`src/rtl/core/vse_pkg.sv`:
```
// vse_pkg: shared types, widths and codes of the vorticity stencil engine
// no dependencies; used by the front, queue, back and top of the engine by scoped names
package vse_pkg;

    // sample and window geometry
    localparam int SAMPLE_W   = 16;
    localparam int WIN        = 5;
    localparam int LINES      = 4;
    localparam int LINE_DEPTH = 1024;
    localparam int LINE_AW    = $clog2(LINE_DEPTH);

    // field widths
    localparam int COORD_W = 10;
    localparam int DIM_W   = 11;
    localparam int MODE_W  = 2;
    localparam int SCALE_W = 10;
    localparam int DIFF_W  = 21;
    localparam int PROD_W  = 32;
    localparam int NUM_W   = 33;
    localparam int CURL_W  = 32;

    // grid size limits
    localparam logic [DIM_W-1:0] DIM_MIN = 11'd5;
    localparam logic [DIM_W-1:0] DIM_MAX = 11'd1024;

    // configuration register indexes
    localparam logic [1:0] REG_MODE   = 2'd0;
    localparam logic [1:0] REG_WIDTH  = 2'd1;
    localparam logic [1:0] REG_HEIGHT = 2'd2;

    // curl modes
    localparam logic [MODE_W-1:0] MODE_CENTRAL = 2'd0;
    localparam logic [MODE_W-1:0] MODE_STOKES  = 2'd1;
    localparam logic [MODE_W-1:0] MODE_LSQ     = 2'd2;
    localparam logic [MODE_W-1:0] MODE_RICH    = 2'd3;

    // reciprocals for exact 32-bit unsigned division by 5 and 3
    localparam logic [31:0] RECIP_5 = 32'hCCCC_CCCD;
    localparam logic [31:0] RECIP_3 = 32'hAAAA_AAAB;
    localparam int SHIFT_5 = 34;
    localparam int SHIFT_3 = 33;

    // queue between front and back
    localparam int QUEUE_DEPTH = 2;
    localparam int QUEUE_AW    = $clog2(QUEUE_DEPTH);

    typedef struct packed {
        logic [MODE_W-1:0] mode;
        logic [DIM_W-1:0]  width;
        logic [DIM_W-1:0]  height;
    } cfg_t;

    // one curl job: numerator is ma*da - mb*db
    typedef struct packed {
        logic [MODE_W-1:0]        mode;
        logic [SCALE_W-1:0]       ma;
        logic signed [DIFF_W-1:0] da;
        logic [SCALE_W-1:0]       mb;
        logic signed [DIFF_W-1:0] db;
        logic [COORD_W-1:0]       row;
        logic [COORD_W-1:0]       col;
    } job_t;

    function automatic logic signed [DIFF_W-1:0] sext(input logic signed [SAMPLE_W-1:0] v);
        sext = DIFF_W'(v);
    endfunction

endpackage

```
`src/rtl/core/vse_queue.sv`:
```
// vse_queue: short job queue between the stencil front and the arithmetic back
// depends on vse_pkg
module vse_queue (
    input  logic          aclk,
    input  logic          aresetn,
    input  logic          push,
    input  vse_pkg::job_t push_job,
    input  logic          pop,
    output vse_pkg::job_t head,
    output logic          full,
    output logic          empty
);

    vse_pkg::job_t entry_reg [vse_pkg::QUEUE_DEPTH];
    logic [vse_pkg::QUEUE_AW-1:0] wptr_reg, rptr_reg;
    logic [vse_pkg::QUEUE_AW:0]   count_reg;

    assign full  = (count_reg == (vse_pkg::QUEUE_AW+1)'(vse_pkg::QUEUE_DEPTH));
    assign empty = (count_reg == '0);
    assign head  = entry_reg[rptr_reg];

    // entry storage
    always_ff @(posedge aclk) begin
        if (push) begin
            entry_reg[wptr_reg] <= push_job;
        end
    end

    // pointers and fill count
    always_ff @(posedge aclk) begin
        if (!aresetn) begin
            wptr_reg  <= '0;
            rptr_reg  <= '0;
            count_reg <= '0;
        end else begin
            if (push) wptr_reg <= wptr_reg + 1'b1;
            if (pop)  rptr_reg <= rptr_reg + 1'b1;
            count_reg <= count_reg + (vse_pkg::QUEUE_AW+1)'(push)
                         - (vse_pkg::QUEUE_AW+1)'(pop);
        end
    end

endmodule

```
`config.mk`:
```
export PLATFORM = sky130hd
export DESIGN_NAME = vse_queue
export DESIGN_NICKNAME = d
export VERILOG_FILES = /design/src/rtl/core/vse_pkg.sv /design/src/rtl/core/vse_queue.sv
export SDC_FILE = /design/constraint.sdc
export NUM_CORES = 1
export LEC_CHECK = 0
export ABC_AREA = 1
export BUFFER_PORTS_ARGS = -buffer_cell sky130_fd_sc_hd__clkbuf_2
export CAP_MARGIN = 40
export CORE_UTILIZATION = 50
export DETAILED_ROUTE_END_ITERATION = 8
export PLACE_DENSITY_LB_ADDON = 0.08
export SLEW_MARGIN = 15
export SYNTH_ARGS = -nofsm -noshare
export SYNTH_HDL_FRONTEND = slang
export SYNTH_SLANG_ARGS = --single-unit
```
`constraint.sdc`:
```
create_clock -name aclk -period 8.8 [get_ports aclk]
set_clock_uncertainty 0.05 [all_clocks]
set_input_delay 0.88 -clock aclk [delete_from_list [all_inputs] [get_ports aclk]]
set_output_delay 0.88 -clock aclk [all_outputs]
set_load 0.005 [all_outputs]
```
# [Word-level counts from Yosys, hierarchy flattened]
# Memory sizes are Yosys's and may differ from the RTL's. A register that Yosys moved wholly into a read port is not among the register bits.
# Cells that the tools add are included.
[op_classes] muxes=4 addsub=4 n_reduce_logical=1 n_eq_ne=1
[op_table] op="1-bit two-way mux" n=4
[op_table] op="1-bit adder (second input constant)" n=2
[op_table] op="2-bit by 1-bit adder with 2-bit output" n=1
[op_table] op="2-bit equality test (second input constant)" n=1
[op_table] op="2-bit logical NOT" n=1
[op_table] op="2-bit by 1-bit subtractor with 2-bit output" n=1
[totals] ram_bits=168 ff_bits=4 output_inout_bits=86 mem_count=1
[mem_list] memory="entry_reg" depth=2 width=84 rd=1 rd_clocked_by_memory_dff=1 write_ports=1 line="vse_queue.sv:14" source="vse_pkg::job_t entry_reg [vse_pkg::QUEUE_DEPTH];"

# [Longest topological paths before layout]
[logic_depth] ltp_word=3 depth_mapped=9 depth_no_buf=9

# [Worst setup path before layout]
# Ideal clock, no wire load.
[synth_timing] path_type="input port to flip-flop" start="input port push" end="memory entry_reg[0][0] (netlist name) (enable)" setup_time_ps=529 n_path_buf=0 path_slack_ps=3782 cell_stages=2 arrival_ps=4438 cell_sequence="inv_1 nor2_1"
[synth_between] elab_chain_len=2
[synth_lines] element="start: declaration" line="vse_queue.sv:6" source="input logic push,"
[synth_lines] element="1-bit two-way mux" line="vse_queue.sv:24" source="if (push) begin"
[synth_lines] element="1-bit two-way mux (implied by the code)" line="vse_queue.sv:25" source="entry_reg[wptr_reg] <= push_job;"
[synth_lines] element="end: declaration" line="vse_queue.sv:14"
# No other way between the ends.

==> results.md <==
- The flow ran to the end, and the final reports show no timing, DRC or antenna violations.
- Entering global routing, the biggest net connects 51 pins.
- The core region area is 0.0127 mm2.
- Buffers added to address setup during post-CTS repair amount to 0.
- For this run, the total global-route usage over all layers was measured as 16.2%.
- The number of setup violations in the final report is 0.
- The cell with the largest stage delay on the worst path is sky130_fd_sc_hd__dfxtp_4.
- Summed over all layers, the routed wires come to 10.7 mm.
- The longest clock path from root to sink contains 2 buffers.
- The post-synth net total is 384.
- The number of nets in the final layout is 572.
- The post-route netlist has 59.8% of its cells at a drive strength greater than 1.
- The die is 116 um wide.
- The register bit total from synthesis is 173.
- In this run the vertical extent of the chip is 116 um.
- The cell area reported after detailed placement is 0.00760 mm2.
- The number of H-tree branching levels is 4.
- Post-CTS repair changed the size of 0 cells.
- The required arrival time at the worst endpoint is 7.87 ns.
- The Yosys step of the flow raised 0 warnings.
- The floorplan step defined a die boundary enclosing 0.0135 mm2.
- The tree built by TritonCTS fans out to 173 sinks.
- The class of the tightest hold or removal check is register to register.
- Total power for the finished layout comes to 1.91 mW.
- The combined area of all synthesized cells is 0.00653 mm2.
- The number of buffers added to fix hold violations after cts is 0.
- The number of global-route vias before repair was 3178.
- The number of antenna-violating nets in the routed design is 0.
- The synthesized instance count is 294.
- The clock input transition at the sequential cells of the worst setup and hold paths is 0.06 ns.
- Traced cell by cell, the critical path runs through buf_4 > buf_16 > mux2_2 > clkbuf_2.
- The max-capacitance violation count is 0.
- The post-layout worst setup margin is 5.59 ns.
- Of the synthesized area, sequential elements account for 78.8%.
- For the pin with the worst max-slew slack, the measured transition is 0.675 ns.
- The critical path class is register to output port.
- The count of endpoints failing hold in the final timing report is 0.
- The growth of design area from synthesis to finish is 26.0%.
- The worst vdd rail ir drop is 0.148 mV.
- At the worst endpoint, the arrival time is 2.28 ns.
- The register with the most flip-flops in the layout has 168 of them.
- Summed over all cells, the static leakage comes to 3.31 nW.
- Summed over all failing endpoints, the final setup total negative slack is 0 ns.
- On the worst path, the slowest cell contributes a delay of 0.61 ns.
- In this run the core area contains 41 standard-cell rows.
- The later pin in the worst-skew pair is clocked with a latency of 0.42 ns.
- The HPWL after detailed placement is 7.08 mm.
- Setup repair after global routing left no endpoint under its margin.
- The worst-case headroom to the max-slew limit is 55.0%.
- The number of top-level design ports is 174.
- The number of different library cells used by synthesis comes to 12.
- The final weighted congestion of routability-driven global placement is 0.693.
- The maximum fanout count along the critical path is 41.
- In this run the power density over the cells is 232 mW/mm2.
- The count of buffers added on input and output ports is 173.
- The sort of element at the end of the critical path is an output port.
- The final global-route overflow total is 0.
- The final instance area is 0.00823 mm2.
- After detailed routing, the number of remaining DRC violations is 0.
- In the routed layout, each cell is associated on average with a via count of 4.82.
- The starting density of the core is 51.5%.
- The total via count after detailed routing is 3212.
- The first detailed-routing pass ran for 4 iterations.
- The first global-routing pass estimated 15.5 mm of wire.
- For the finished layout, the period the worst path requires is 3.21 ns.
- After the first detailed-routing iteration, the DRC count stood at 148.
- 0 antenna diodes ended up in the layout.
- The maximum achievable frequency is 312 MHz.
- The number of antenna violations at the first check in global routing is 0.
- Buffers inserted during clock tree synthesis total 17.
- The pre-CTS worst setup slack is 5.98 ns.
- In the finished design, the share of the clock period the worst path needs comes to 36.4%.
- Dividing the detail-routed wire length by the instance count gives 16.0 um.
- Clock tree synthesis selected as its root buffer the cell sky130_fd_sc_hd__clkbuf_16.
- The total count of max-transition violations in the final report came to 0.
- The TritonCTS clock tree is done.
- The worst setup path is launched from a register.
- The synthesized area per cell is 22.2 um2.
layout by cell type, fill, tap and decap left out, types with 4 or more instances in the layout:
cell type / count
sky130_fd_sc_hd__dfxtp_1: 4
sky130_fd_sc_hd__nand2_1: 8
sky130_fd_sc_hd__mux2_2: 24
sky130_fd_sc_hd__bufinv_16: 4
sky130_fd_sc_hd__clkbuf_2: 173
sky130_fd_sc_hd__nor2_1: 8
sky130_fd_sc_hd__edfxtp_1: 168
sky130_fd_sc_hd__clkinv_2: 6
sky130_fd_sc_hd__mux2_4: 60
sky130_fd_sc_hd__inv_1: 6
sky130_fd_sc_hd__clkbuf_16: 17
worst paths after layout:
path              cells past startpoint  slack (ns)               end     start
setup / recovery                      4        5.59          head[11]  register
hold / removal                        2        0.47          register  rptr_reg
setup reg to reg                      3        6.73  entry_reg[1][25]  wptr_reg
hold reg to reg                       2        0.47          register  rptr_reg
through the flow:
step,utilization (%),hold WS [ns],std cells
2_1_floorplan,-,0.413,294
3_3_place_gp,59.6,0.433,633
3_5_place_dp,60.0,0.442,635
4_1_cts,64.9,0.465,667
5_1_grt,64.9,0.518,667
6_report,64.9,0.466,667
cells by family (layout without fill, tap and decap cells):
kind of cell	after synthesis	after routing	share of synthesized area [%]
buffers and inverters	16	217	1.76
DFF	173	173	78.8
AOI/OAI and AO/OA	1	1	0.0766
and+or+nand+nor	18	18	1.05
adders and majority gates	2	2	0.383
muxes	84	84	17.9
Yosys cell counts:
| cell | count | area [um2] |
|---|---|---|
| sky130_fd_sc_hd__buf_2 | 2 | 10.0 |
| sky130_fd_sc_hd__a21oi_1 | 1 | 5.00 |
| sky130_fd_sc_hd__buf_6 | 7 | 78.8 |
| sky130_fd_sc_hd__inv_1 | 7 | 26.3 |
| sky130_fd_sc_hd__edfxtp_1 | 168 | 5040 |
| sky130_fd_sc_hd__mux2_4 | 60 | 901 |
| sky130_fd_sc_hd__nand3_1 | 1 | 5.00 |
| sky130_fd_sc_hd__nand2_1 | 8 | 30.0 |
| sky130_fd_sc_hd__nor2_1 | 9 | 33.8 |
| sky130_fd_sc_hd__dfxtp_1 | 5 | 100 |
| sky130_fd_sc_hd__mux2_2 | 24 | 270 |
| sky130_fd_sc_hd__ha_1 | 2 | 25.0 |
worst max-delay path, delay by kind of cell (launching register included):
kind | cells | cell delay [ns]
DFF | 1 | 0.61
buffers and inverters | 3 | 0.84
muxes | 1 | 0.37
cell type report:
type                       count  area [um2]
multi-input combinational    105        1280
inverter                       7        27.5
sequential                   173        5150
clock inverter                12         168
fill                         912        4440
tap                          172         215
clock buffer                  20         457
timing repair buffer         178         936
per-layer routing:
layer	track usage [%]	up-vias	share of wire (%)
met2	26.0	112	50
met5	0	-	0
met3	6.69	16	7.4
met1	18.7	1560	40
met4	8.63	0	2.2
li1	-	1524	-
power by group:
part	total [mW]	switching (mW)	internal (mW)
Clock	0.772	0.285	0.487
Sequential	0.969	0.0150	0.954
Combinational	0.168	0.0753	0.0925
Total	1.91	0.375	1.53
Power figures use the tool's default switching activity.
