===== src/rtl/core/vse_pkg.sv =====
// vse_pkg: shared types, widths and codes of the vorticity stencil engine
// no dependencies; used by the front, queue, back and top of the engine by scoped names
package vse_pkg;

    // sample and window geometry
    localparam int SAMPLE_W   = 16;
    localparam int WIN        = 5;
    localparam int LINES      = 4;
    localparam int LINE_DEPTH = 1024;
    localparam int LINE_AW    = $clog2(LINE_DEPTH);

    // field widths
    localparam int COORD_W = 10;
    localparam int DIM_W   = 11;
    localparam int MODE_W  = 2;
    localparam int SCALE_W = 10;
    localparam int DIFF_W  = 21;
    localparam int PROD_W  = 32;
    localparam int NUM_W   = 33;
    localparam int CURL_W  = 32;

    // grid size limits
    localparam logic [DIM_W-1:0] DIM_MIN = 11'd5;
    localparam logic [DIM_W-1:0] DIM_MAX = 11'd1024;

    // configuration register indexes
    localparam logic [1:0] REG_MODE   = 2'd0;
    localparam logic [1:0] REG_WIDTH  = 2'd1;
    localparam logic [1:0] REG_HEIGHT = 2'd2;

    // curl modes
    localparam logic [MODE_W-1:0] MODE_CENTRAL = 2'd0;
    localparam logic [MODE_W-1:0] MODE_STOKES  = 2'd1;
    localparam logic [MODE_W-1:0] MODE_LSQ     = 2'd2;
    localparam logic [MODE_W-1:0] MODE_RICH    = 2'd3;

    // reciprocals for exact 32-bit unsigned division by 5 and 3
    localparam logic [31:0] RECIP_5 = 32'hCCCC_CCCD;
    localparam logic [31:0] RECIP_3 = 32'hAAAA_AAAB;
    localparam int SHIFT_5 = 34;
    localparam int SHIFT_3 = 33;

    // queue between front and back
    localparam int QUEUE_DEPTH = 2;
    localparam int QUEUE_AW    = $clog2(QUEUE_DEPTH);

    typedef struct packed {
        logic [MODE_W-1:0] mode;
        logic [DIM_W-1:0]  width;
        logic [DIM_W-1:0]  height;
    } cfg_t;

    // one curl job: numerator is ma*da - mb*db
    typedef struct packed {
        logic [MODE_W-1:0]        mode;
        logic [SCALE_W-1:0]       ma;
        logic signed [DIFF_W-1:0] da;
        logic [SCALE_W-1:0]       mb;
        logic signed [DIFF_W-1:0] db;
        logic [COORD_W-1:0]       row;
        logic [COORD_W-1:0]       col;
    } job_t;

    function automatic logic signed [DIFF_W-1:0] sext(input logic signed [SAMPLE_W-1:0] v);
        sext = DIFF_W'(v);
    endfunction

endpackage


===== src/rtl/core/vse_back.sv =====
// vse_back: scales, divides with rounding and saturates one curl job at a time
// depends on vse_pkg
module vse_back (
    input  logic                aclk,
    input  logic                aresetn,
    input  logic                queue_empty,
    input  vse_pkg::job_t       head,
    output logic                pop,
    output logic                m_tvalid,
    input  logic                m_tready,
    output logic [vse_pkg::CURL_W-1:0]  curl_value,
    output logic [vse_pkg::COORD_W-1:0] cell_row,
    output logic [vse_pkg::COORD_W-1:0] cell_col
);

    localparam logic [2:0] BS_IDLE = 3'd0;
    localparam logic [2:0] BS_MUL  = 3'd1;
    localparam logic [2:0] BS_SUM  = 3'd2;
    localparam logic [2:0] BS_DIV  = 3'd3;
    localparam logic [2:0] BS_FIN  = 3'd4;
    localparam logic [2:0] BS_OUT  = 3'd5;

    logic [2:0] state_reg, state_next;
    vse_pkg::job_t job_reg;
    logic signed [vse_pkg::PROD_W-1:0] pa_reg, pb_reg;
    logic neg_reg;
    logic [31:0] x_reg;
    logic [63:0] prod_reg;
    logic [vse_pkg::CURL_W-1:0] curl_reg;

    logic signed [vse_pkg::NUM_W-1:0] num;
    logic [vse_pkg::NUM_W-1:0] mag, biased;
    logic [31:0] quot;
    logic signed [vse_pkg::NUM_W-1:0] sval;

    assign pop        = (state_reg == BS_IDLE) && !queue_empty;
    assign m_tvalid   = (state_reg == BS_OUT);
    assign curl_value = curl_reg;
    assign cell_row   = job_reg.row;
    assign cell_col   = job_reg.col;

    // sequencing
    always_comb begin
        state_next = state_reg;
        unique case (state_reg)
            BS_IDLE: if (!queue_empty) state_next = BS_MUL;
            BS_MUL:  state_next = BS_SUM;
            BS_SUM:  state_next = BS_DIV;
            BS_DIV:  state_next = BS_FIN;
            BS_FIN:  state_next = BS_OUT;
            BS_OUT:  if (m_tready) state_next = BS_IDLE;
            default: state_next = BS_IDLE;
        endcase
    end

    always_ff @(posedge aclk) begin
        if (!aresetn) state_reg <= BS_IDLE;
        else          state_reg <= state_next;
    end

    // numerator magnitude with rounding bias, then pre-shift to an odd divisor
    always_comb begin
        num    = vse_pkg::NUM_W'(pa_reg) - vse_pkg::NUM_W'(pb_reg);
        mag    = num[vse_pkg::NUM_W-1] ? vse_pkg::NUM_W'(-num) : vse_pkg::NUM_W'(num);
        biased = mag;
        unique case (job_reg.mode)
            vse_pkg::MODE_CENTRAL: biased = mag + 33'd1;
            vse_pkg::MODE_STOKES:  biased = mag + 33'd4;
            vse_pkg::MODE_LSQ:     biased = mag + 33'd5;
            vse_pkg::MODE_RICH:    biased = mag + 33'd6;
            default:               biased = mag;
        endcase
    end

    // final quotient, sign and saturation
    always_comb begin
        unique case (job_reg.mode)
            vse_pkg::MODE_LSQ:  quot = 32'(prod_reg >> vse_pkg::SHIFT_5);
            vse_pkg::MODE_RICH: quot = 32'(prod_reg >> vse_pkg::SHIFT_3);
            default:            quot = x_reg;
        endcase
        sval = neg_reg ? -$signed({1'b0, quot}) : $signed({1'b0, quot});
    end

    // datapath registers
    always_ff @(posedge aclk) begin
        unique case (state_reg)
            BS_IDLE: if (!queue_empty) job_reg <= head;
            BS_MUL: begin
                pa_reg <= $signed({1'b0, job_reg.ma}) * job_reg.da;
                pb_reg <= $signed({1'b0, job_reg.mb}) * job_reg.db;
            end
            BS_SUM: begin
                neg_reg <= num[vse_pkg::NUM_W-1];
                unique case (job_reg.mode)
                    vse_pkg::MODE_CENTRAL: x_reg <= 32'(biased >> 1);
                    vse_pkg::MODE_STOKES:  x_reg <= 32'(biased >> 3);
                    vse_pkg::MODE_LSQ:     x_reg <= 32'(biased >> 1);
                    vse_pkg::MODE_RICH:    x_reg <= 32'(biased >> 2);
                    default:               x_reg <= 32'(biased);
                endcase
            end
            BS_DIV: begin
                prod_reg <= (job_reg.mode == vse_pkg::MODE_RICH)
                            ? 64'(x_reg) * 64'(vse_pkg::RECIP_3)
                            : 64'(x_reg) * 64'(vse_pkg::RECIP_5);
            end
            BS_FIN: begin
                if (sval > 33'sh0_7FFF_FFFF)       curl_reg <= 32'h7FFF_FFFF;
                else if (sval < -33'sh0_8000_0000) curl_reg <= 32'h8000_0000;
                else                               curl_reg <= sval[31:0];
            end
            default: ;
        endcase
    end

endmodule


===== config.mk =====
export PLATFORM = sky130hd
export DESIGN_NAME = vse_back
export DESIGN_NICKNAME = d
export VERILOG_FILES = /design/src/rtl/core/vse_pkg.sv /design/src/rtl/core/vse_back.sv
export SDC_FILE = /design/constraint.sdc
export NUM_CORES = 2
export LEC_CHECK = 0
export BUFFER_PORTS_ARGS = -buffer_cell sky130_fd_sc_hd__clkbuf_2
export CAP_MARGIN = 20
export CORE_UTILIZATION = 26
export CTS_CLUSTER_SIZE = 28
export DETAILED_ROUTE_END_ITERATION = 10
export GPL_TIMING_DRIVEN = 0
export SYNTH_ARGS = -nofsm -noshare
export SYNTH_HDL_FRONTEND = slang
export SYNTH_SLANG_ARGS = --single-unit

===== constraint.sdc =====
create_clock -name aclk -period 9.6 [get_ports aclk]
set_input_delay 0.48 -clock aclk [delete_from_list [all_inputs] [get_ports aclk]]
set_output_delay 0.48 -clock aclk [all_outputs]
set_load 0.05 [all_outputs]

Yosys cells after proc, flatten, opt, wreduce, memory -nomap -nowiden --
Index checks and enable logic that the tools add are counted.
Word-level totals: register bits 280, bits of input ports 88, word-level logic and storage cells 55
Operators by class: add/subtract/negate cells 7, multipliers 4, magnitude comparators 2, equality and inequality tests 10, multiplexer cells 10, bitwise operators 1, reduce and logical (&&, ||, !) cells 7
Operator list (count):
- $mul 32x32->64 const B | 2
- $add 33x3->33 const B | 3
- $pmux 33 s3 | 1
- $pmux 32 s3 | 1
- $mux 33 | 2
- $mul 11x21->32 | 2
- $mux 64 | 1
- $pmux 32 s2 | 1
- $add 33x1->33 const B | 1
- $gt 33x32->1 const B | 1
- $lt 33x32->1 const B | 1
- $neg 32->33 | 1
- $neg 33->33 | 1
- $sub 32x32->33 | 1
- $mux 32 | 1
- $pmux 3 s6 | 1
- $eq 3x2->1 const B | 2
- $eq 3x3->1 const B | 2
- $mux 3 | 2
- $eq 2x2->1 const B | 2
- $reduce_and 2->1 | 2
- $eq 3x1->1 const B | 1
- $logic_not 3->1 | 1
- $eq 2x1->1 const B | 1
- other kinds (7) | 7

Longest topological paths before layout --
depth after elaboration 6, gate-level depth with buffers 32, depth with buffers taken out 32

Worst setup path before layout --
Ideal clock, no wire load.
path type register to register, from register state_reg[1], to register job_reg (netlist bit cell_col[0]), enable pin, library setup time 0.798 ns, arrival 9.871 ns, setup slack -1.069 ns, stages on the path, launching flop included 3, buffers on the path 1, cell sequence dfxtp_1 -> clkbuf_1 -> nor4_1
Between the ends: cells in the longest elaborated chain, start to end 2
Ends and longest elaborated chain:
- start: declaration | RTL line vse_back.sv:23 | logic [2:0] state_reg, state_next;
- start signal: assignment | RTL line vse_back.sv:58 | else state_reg <= state_next;
- $logic_not 3->1 | RTL line vse_back.sv:87 | unique case (state_reg)
- $reduce_and 2->1 (no line)
- end signal: assignment | RTL line vse_back.sv:88 | BS_IDLE: if (!queue_empty) job_reg <= head;
- end: declaration | RTL line vse_back.sv:24 | vse_pkg::job_t job_reg;
Every way passes these cells. A chain may end at the register's enable or synchronous reset.

Worst setup path after layout --
from register x_reg[12], to register prod_reg[60] (data pin)
Between the ends: cells in the longest elaborated chain, start to end 2, elaborated cells on any way between the ends 3, those cells by class mul (2); mux (1)
Ends and longest elaborated chain:
- start: declaration | RTL line vse_back.sv:27 | logic [31:0] x_reg;
- start signal: assignment | RTL line vse_back.sv:96 | vse_pkg::MODE_CENTRAL: x_reg <= 32'(biased >> 1);
- start signal: assignment | RTL line vse_back.sv:97 | vse_pkg::MODE_STOKES: x_reg <= 32'(biased >> 3);
- start signal: assignment | RTL line vse_back.sv:98 | vse_pkg::MODE_LSQ: x_reg <= 32'(biased >> 1);
- $mul 32x32->64, on equally long branches | RTL line vse_back.sv:106, vse_back.sv:105
- $mux 64 (*) | RTL line vse_back.sv:105 | ? 64'(x_reg) * 64'(vse_pkg::RECIP_3)
- end signal: assignment | RTL line vse_back.sv:104 | prod_reg <= (job_reg.mode == vse_pkg::MODE_RICH)
- end: declaration | RTL line vse_back.sv:28 | logic [63:0] prod_reg;
Every way passes the cells marked *; elsewhere a longest branch is shown, timed or not.

==> results.toml <==
[logic_synthesis]
synth.most_common_cell = "inv_1"
synth-xor-area-share_pct = 5.00
synth_common_cells = "inv_1 (1449), fa_1 (1116), ha_1 (877)"
synth_top_family_by_area = "adder cells"
ys_types = 96
synth-simple-area-share_pct = 10.3
ys_ff_latch = 247
seq_area_frac_synth_pct = 12.0
synth_ff_type = "edfxtp_1"
synth_fa_ha_area_share_pct = 54.2
synth_mux_area_share_pct = 0.773
synth_nets = 8318
netlist_top_cells_area = "fa_1 (36%), ha_1 (18%), edfxtp_1 (12%)"
yosys_warnings = 0
syn_area_mm2 = 0.0615
synth_edf_count = 244
synth_top_cell_by_area = "fa_1"
yosysTopAreaCellShare_pct = 36.3
ys_async_sr_fraction_pct = 0
synth_cells = 6237
avgSynthCellArea_um2 = 9.86
synth-compound-area-share_pct = 7.64

[worst_hold_path]
hp-class = "input port to flip-flop"

[worst_setup_path]
worst-path-stages = 30
timing.critical_path.slowest_stage_cell = "fa_1"
cp_top_family = "adder cells"
rr_endpoint = "prod_reg[60]$_DFFE_PN_"
path_max_fanout = 15
crit_path_start_kind = "flip-flop"
r2r-start = "x_reg[12]$_DFFE_PP_"
regToRegSetupSlack_ns = 0.28
reg2regPathDepth = 30
worstSetupStartpoint = "x_reg[12]$_DFFE_PP_"
crit_arrival_ns = 9.71
crit_buf_inv = 6
worstSetupEndpoint = "prod_reg[60]$_DFFE_PN_"
crit_top_cell = "fa_1"
worstSetupEndpointType = "flip-flop"
required_ns = 9.99
max_stage_delay_ns = 0.57
worstSetupPathType = "flip-flop to flip-flop"

[global_routing]
antenna_found_initial = 2
grt_pass1_wl_um = 276000
grt_pass1_vias = 47000
grt_usage_pct = 15.0
grt_max_degree = 33
grt-ovfl-total = 0

[timing]
fin_skew_ns = 0.0666
relSlewSlack_pct = 28.7
period_needed_ns = 9.32
setup_violations = 0
finalHoldViolCount = 0
fmax_mhz = 107
worstMarginPinSlew_ns = 1.07
holdWs_ns = 0.0515
tns_ns = 0
period_share_pct = 97.0
maxSlewViolCount = 0

[detailed_routing]
wl_um = 178000
drt_first_pass_iters = 5
first_iter_violations = 3004
drc = 0
ant_nets = 0
vias_per_cell = 4.57
avgRoutedWirePerCell_um = 18.4
num_vias = 44200

[final_layout]
fin_nets = 8589
layout.cells.non_filler = 9680
fin_util_pct = 29.2
drive_gt1_share_pct = 5.88
area_growth_syn_to_layout_pct = 11.8
largest_register_ffs = 64

[clocking]
cts-htree-levels = 1
cts_tree = "done"
clock-root-buffer = "clkbuf_16"
clk_latency_ns = 0.65
numCtsBuffers = 30
clk_pin_slew_ns = 0.06
cts_num_sinks = 247
clockBufferDepth = 3

[status]
status = "complete, no violations"

[floorplanning]
die-area_mm2 = 0.239
die_w_um = 488
start_util_pct = 26.2
die_h_um = 488
num_rows = 178
core_area_mm2 = 0.235
io_pins = 142

[placement]
port_buffers = 141
gp_congestion = 0.937
hpwl_um = 154000
post-place-cells = 9567

[job]
drv_cap = 0
logic make-up (layout without fill, tap and decap cells):
logic type,Yosys count,count (layout)
adder cells (fa/ha/maj),1995,1995
XOR/XNOR,347,347
buffers and inverters,1632,1924
AO/OA/AOI/OAI,726,726
flip-flops,247,247
AND/OR/NAND/NOR,1243,1243
other,0,1
multiplexers,47,47
per-stage QoR:
| step | setup WS (ns) | instance area [um2] |
|---|---|---|
| 6_report | 0.284 | 68800 |
| 3_3_place_gp | -1.61 | 66200 |
| 2_1_floorplan | 1.12 | 61500 |
| 3_5_place_dp | -1.22 | 67000 |
| 4_1_cts | 0.0202 | 68600 |
| 5_1_grt | -0.0277 | 68800 |
layout by cell type, fill, tap and decap left out, types with 33 or more instances in the layout:
| cell | netlist | final |
|---|---|---|
| nor2b_1 | 34 | 34 |
| clkbuf_2 | 0 | 142 |
| ha_1 | 877 | 870 |
| clkbuf_1 | 145 | 145 |
| edfxtp_1 | 244 | 244 |
| nand3_1 | 71 | 71 |
| a21oi_1 | 183 | 181 |
| nor3_1 | 66 | 65 |
| and2_1 | 278 | 278 |
| mux2i_1 | 43 | 43 |
| nor2_1 | 177 | 175 |
| or3_1 | 35 | 34 |
| nand2b_1 | 33 | 33 |
| nand2_1 | 395 | 395 |
| xor2_1 | 146 | 137 |
| inv_1 | 1449 | 1449 |
| fa_1 | 1116 | 1116 |
| xnor2_1 | 198 | 198 |
| a21o_1 | 69 | 69 |
| o21ai_0 | 193 | 193 |
| buf_4 | 20 | 60 |
worst min path at each step:
| stage | startpoint | to | cells past startpoint |
|---|---|---|---|
| after floorplan | state_reg[2]$_SDFFE_PN0P_ | state_reg[1]$_SDFFE_PN0P_ | 2 |
| after global placement | state_reg[0]$_SDFFE_PN0P_ | state_reg[0]$_SDFFE_PN0P_ | 2 |
| after CTS | head[54] | job_reg[54]$_DFFE_PP_ | 1 |
| final | head[74] | job_reg[74]$_DFFE_PP_ | 1 |
| after detailed placement | head[33] | job_reg[33]$_DFFE_PP_ | 1 |
| after global routing | head[54] | job_reg[54]$_DFFE_PP_ | 1 |
final cells by class:
cell class                      count  area, um2
Fill cell                       24600     166000
Multi-Input combinational cell   4358      48200
Sequential cell                   247       7390
Inverter                         1449       5440
Tap cell                         3150       3940
Timing Repair Buffer              243       2080
Clock buffer                       35        769
Buffer                            179        762
Clock inverter                     18        213
Antenna cell                        1       2.50
metal layers:
metal	track usage, %	vias up	routed length (um)
li1	-	20300	-
met4	4.92	2	6350
met1	19.5	22400	75800
met5	0	-	12
met2	25.8	1239	86800
met3	1.47	240	9430
repair_timing:
action | 4_1_cts | 5_1_grt
hold endpoints to repair | 21 | 0
pin swaps | 1 | 3
endpoints found under the setup margin | 20 | 11
hold buffers | 21 | 0
resized for setup | 18 | 22
setup buffers | 32 | 9
Power is left out: the tool's default activity adds up to more than one toggle a clock period on the data nets, which glitch-free logic cannot reach.
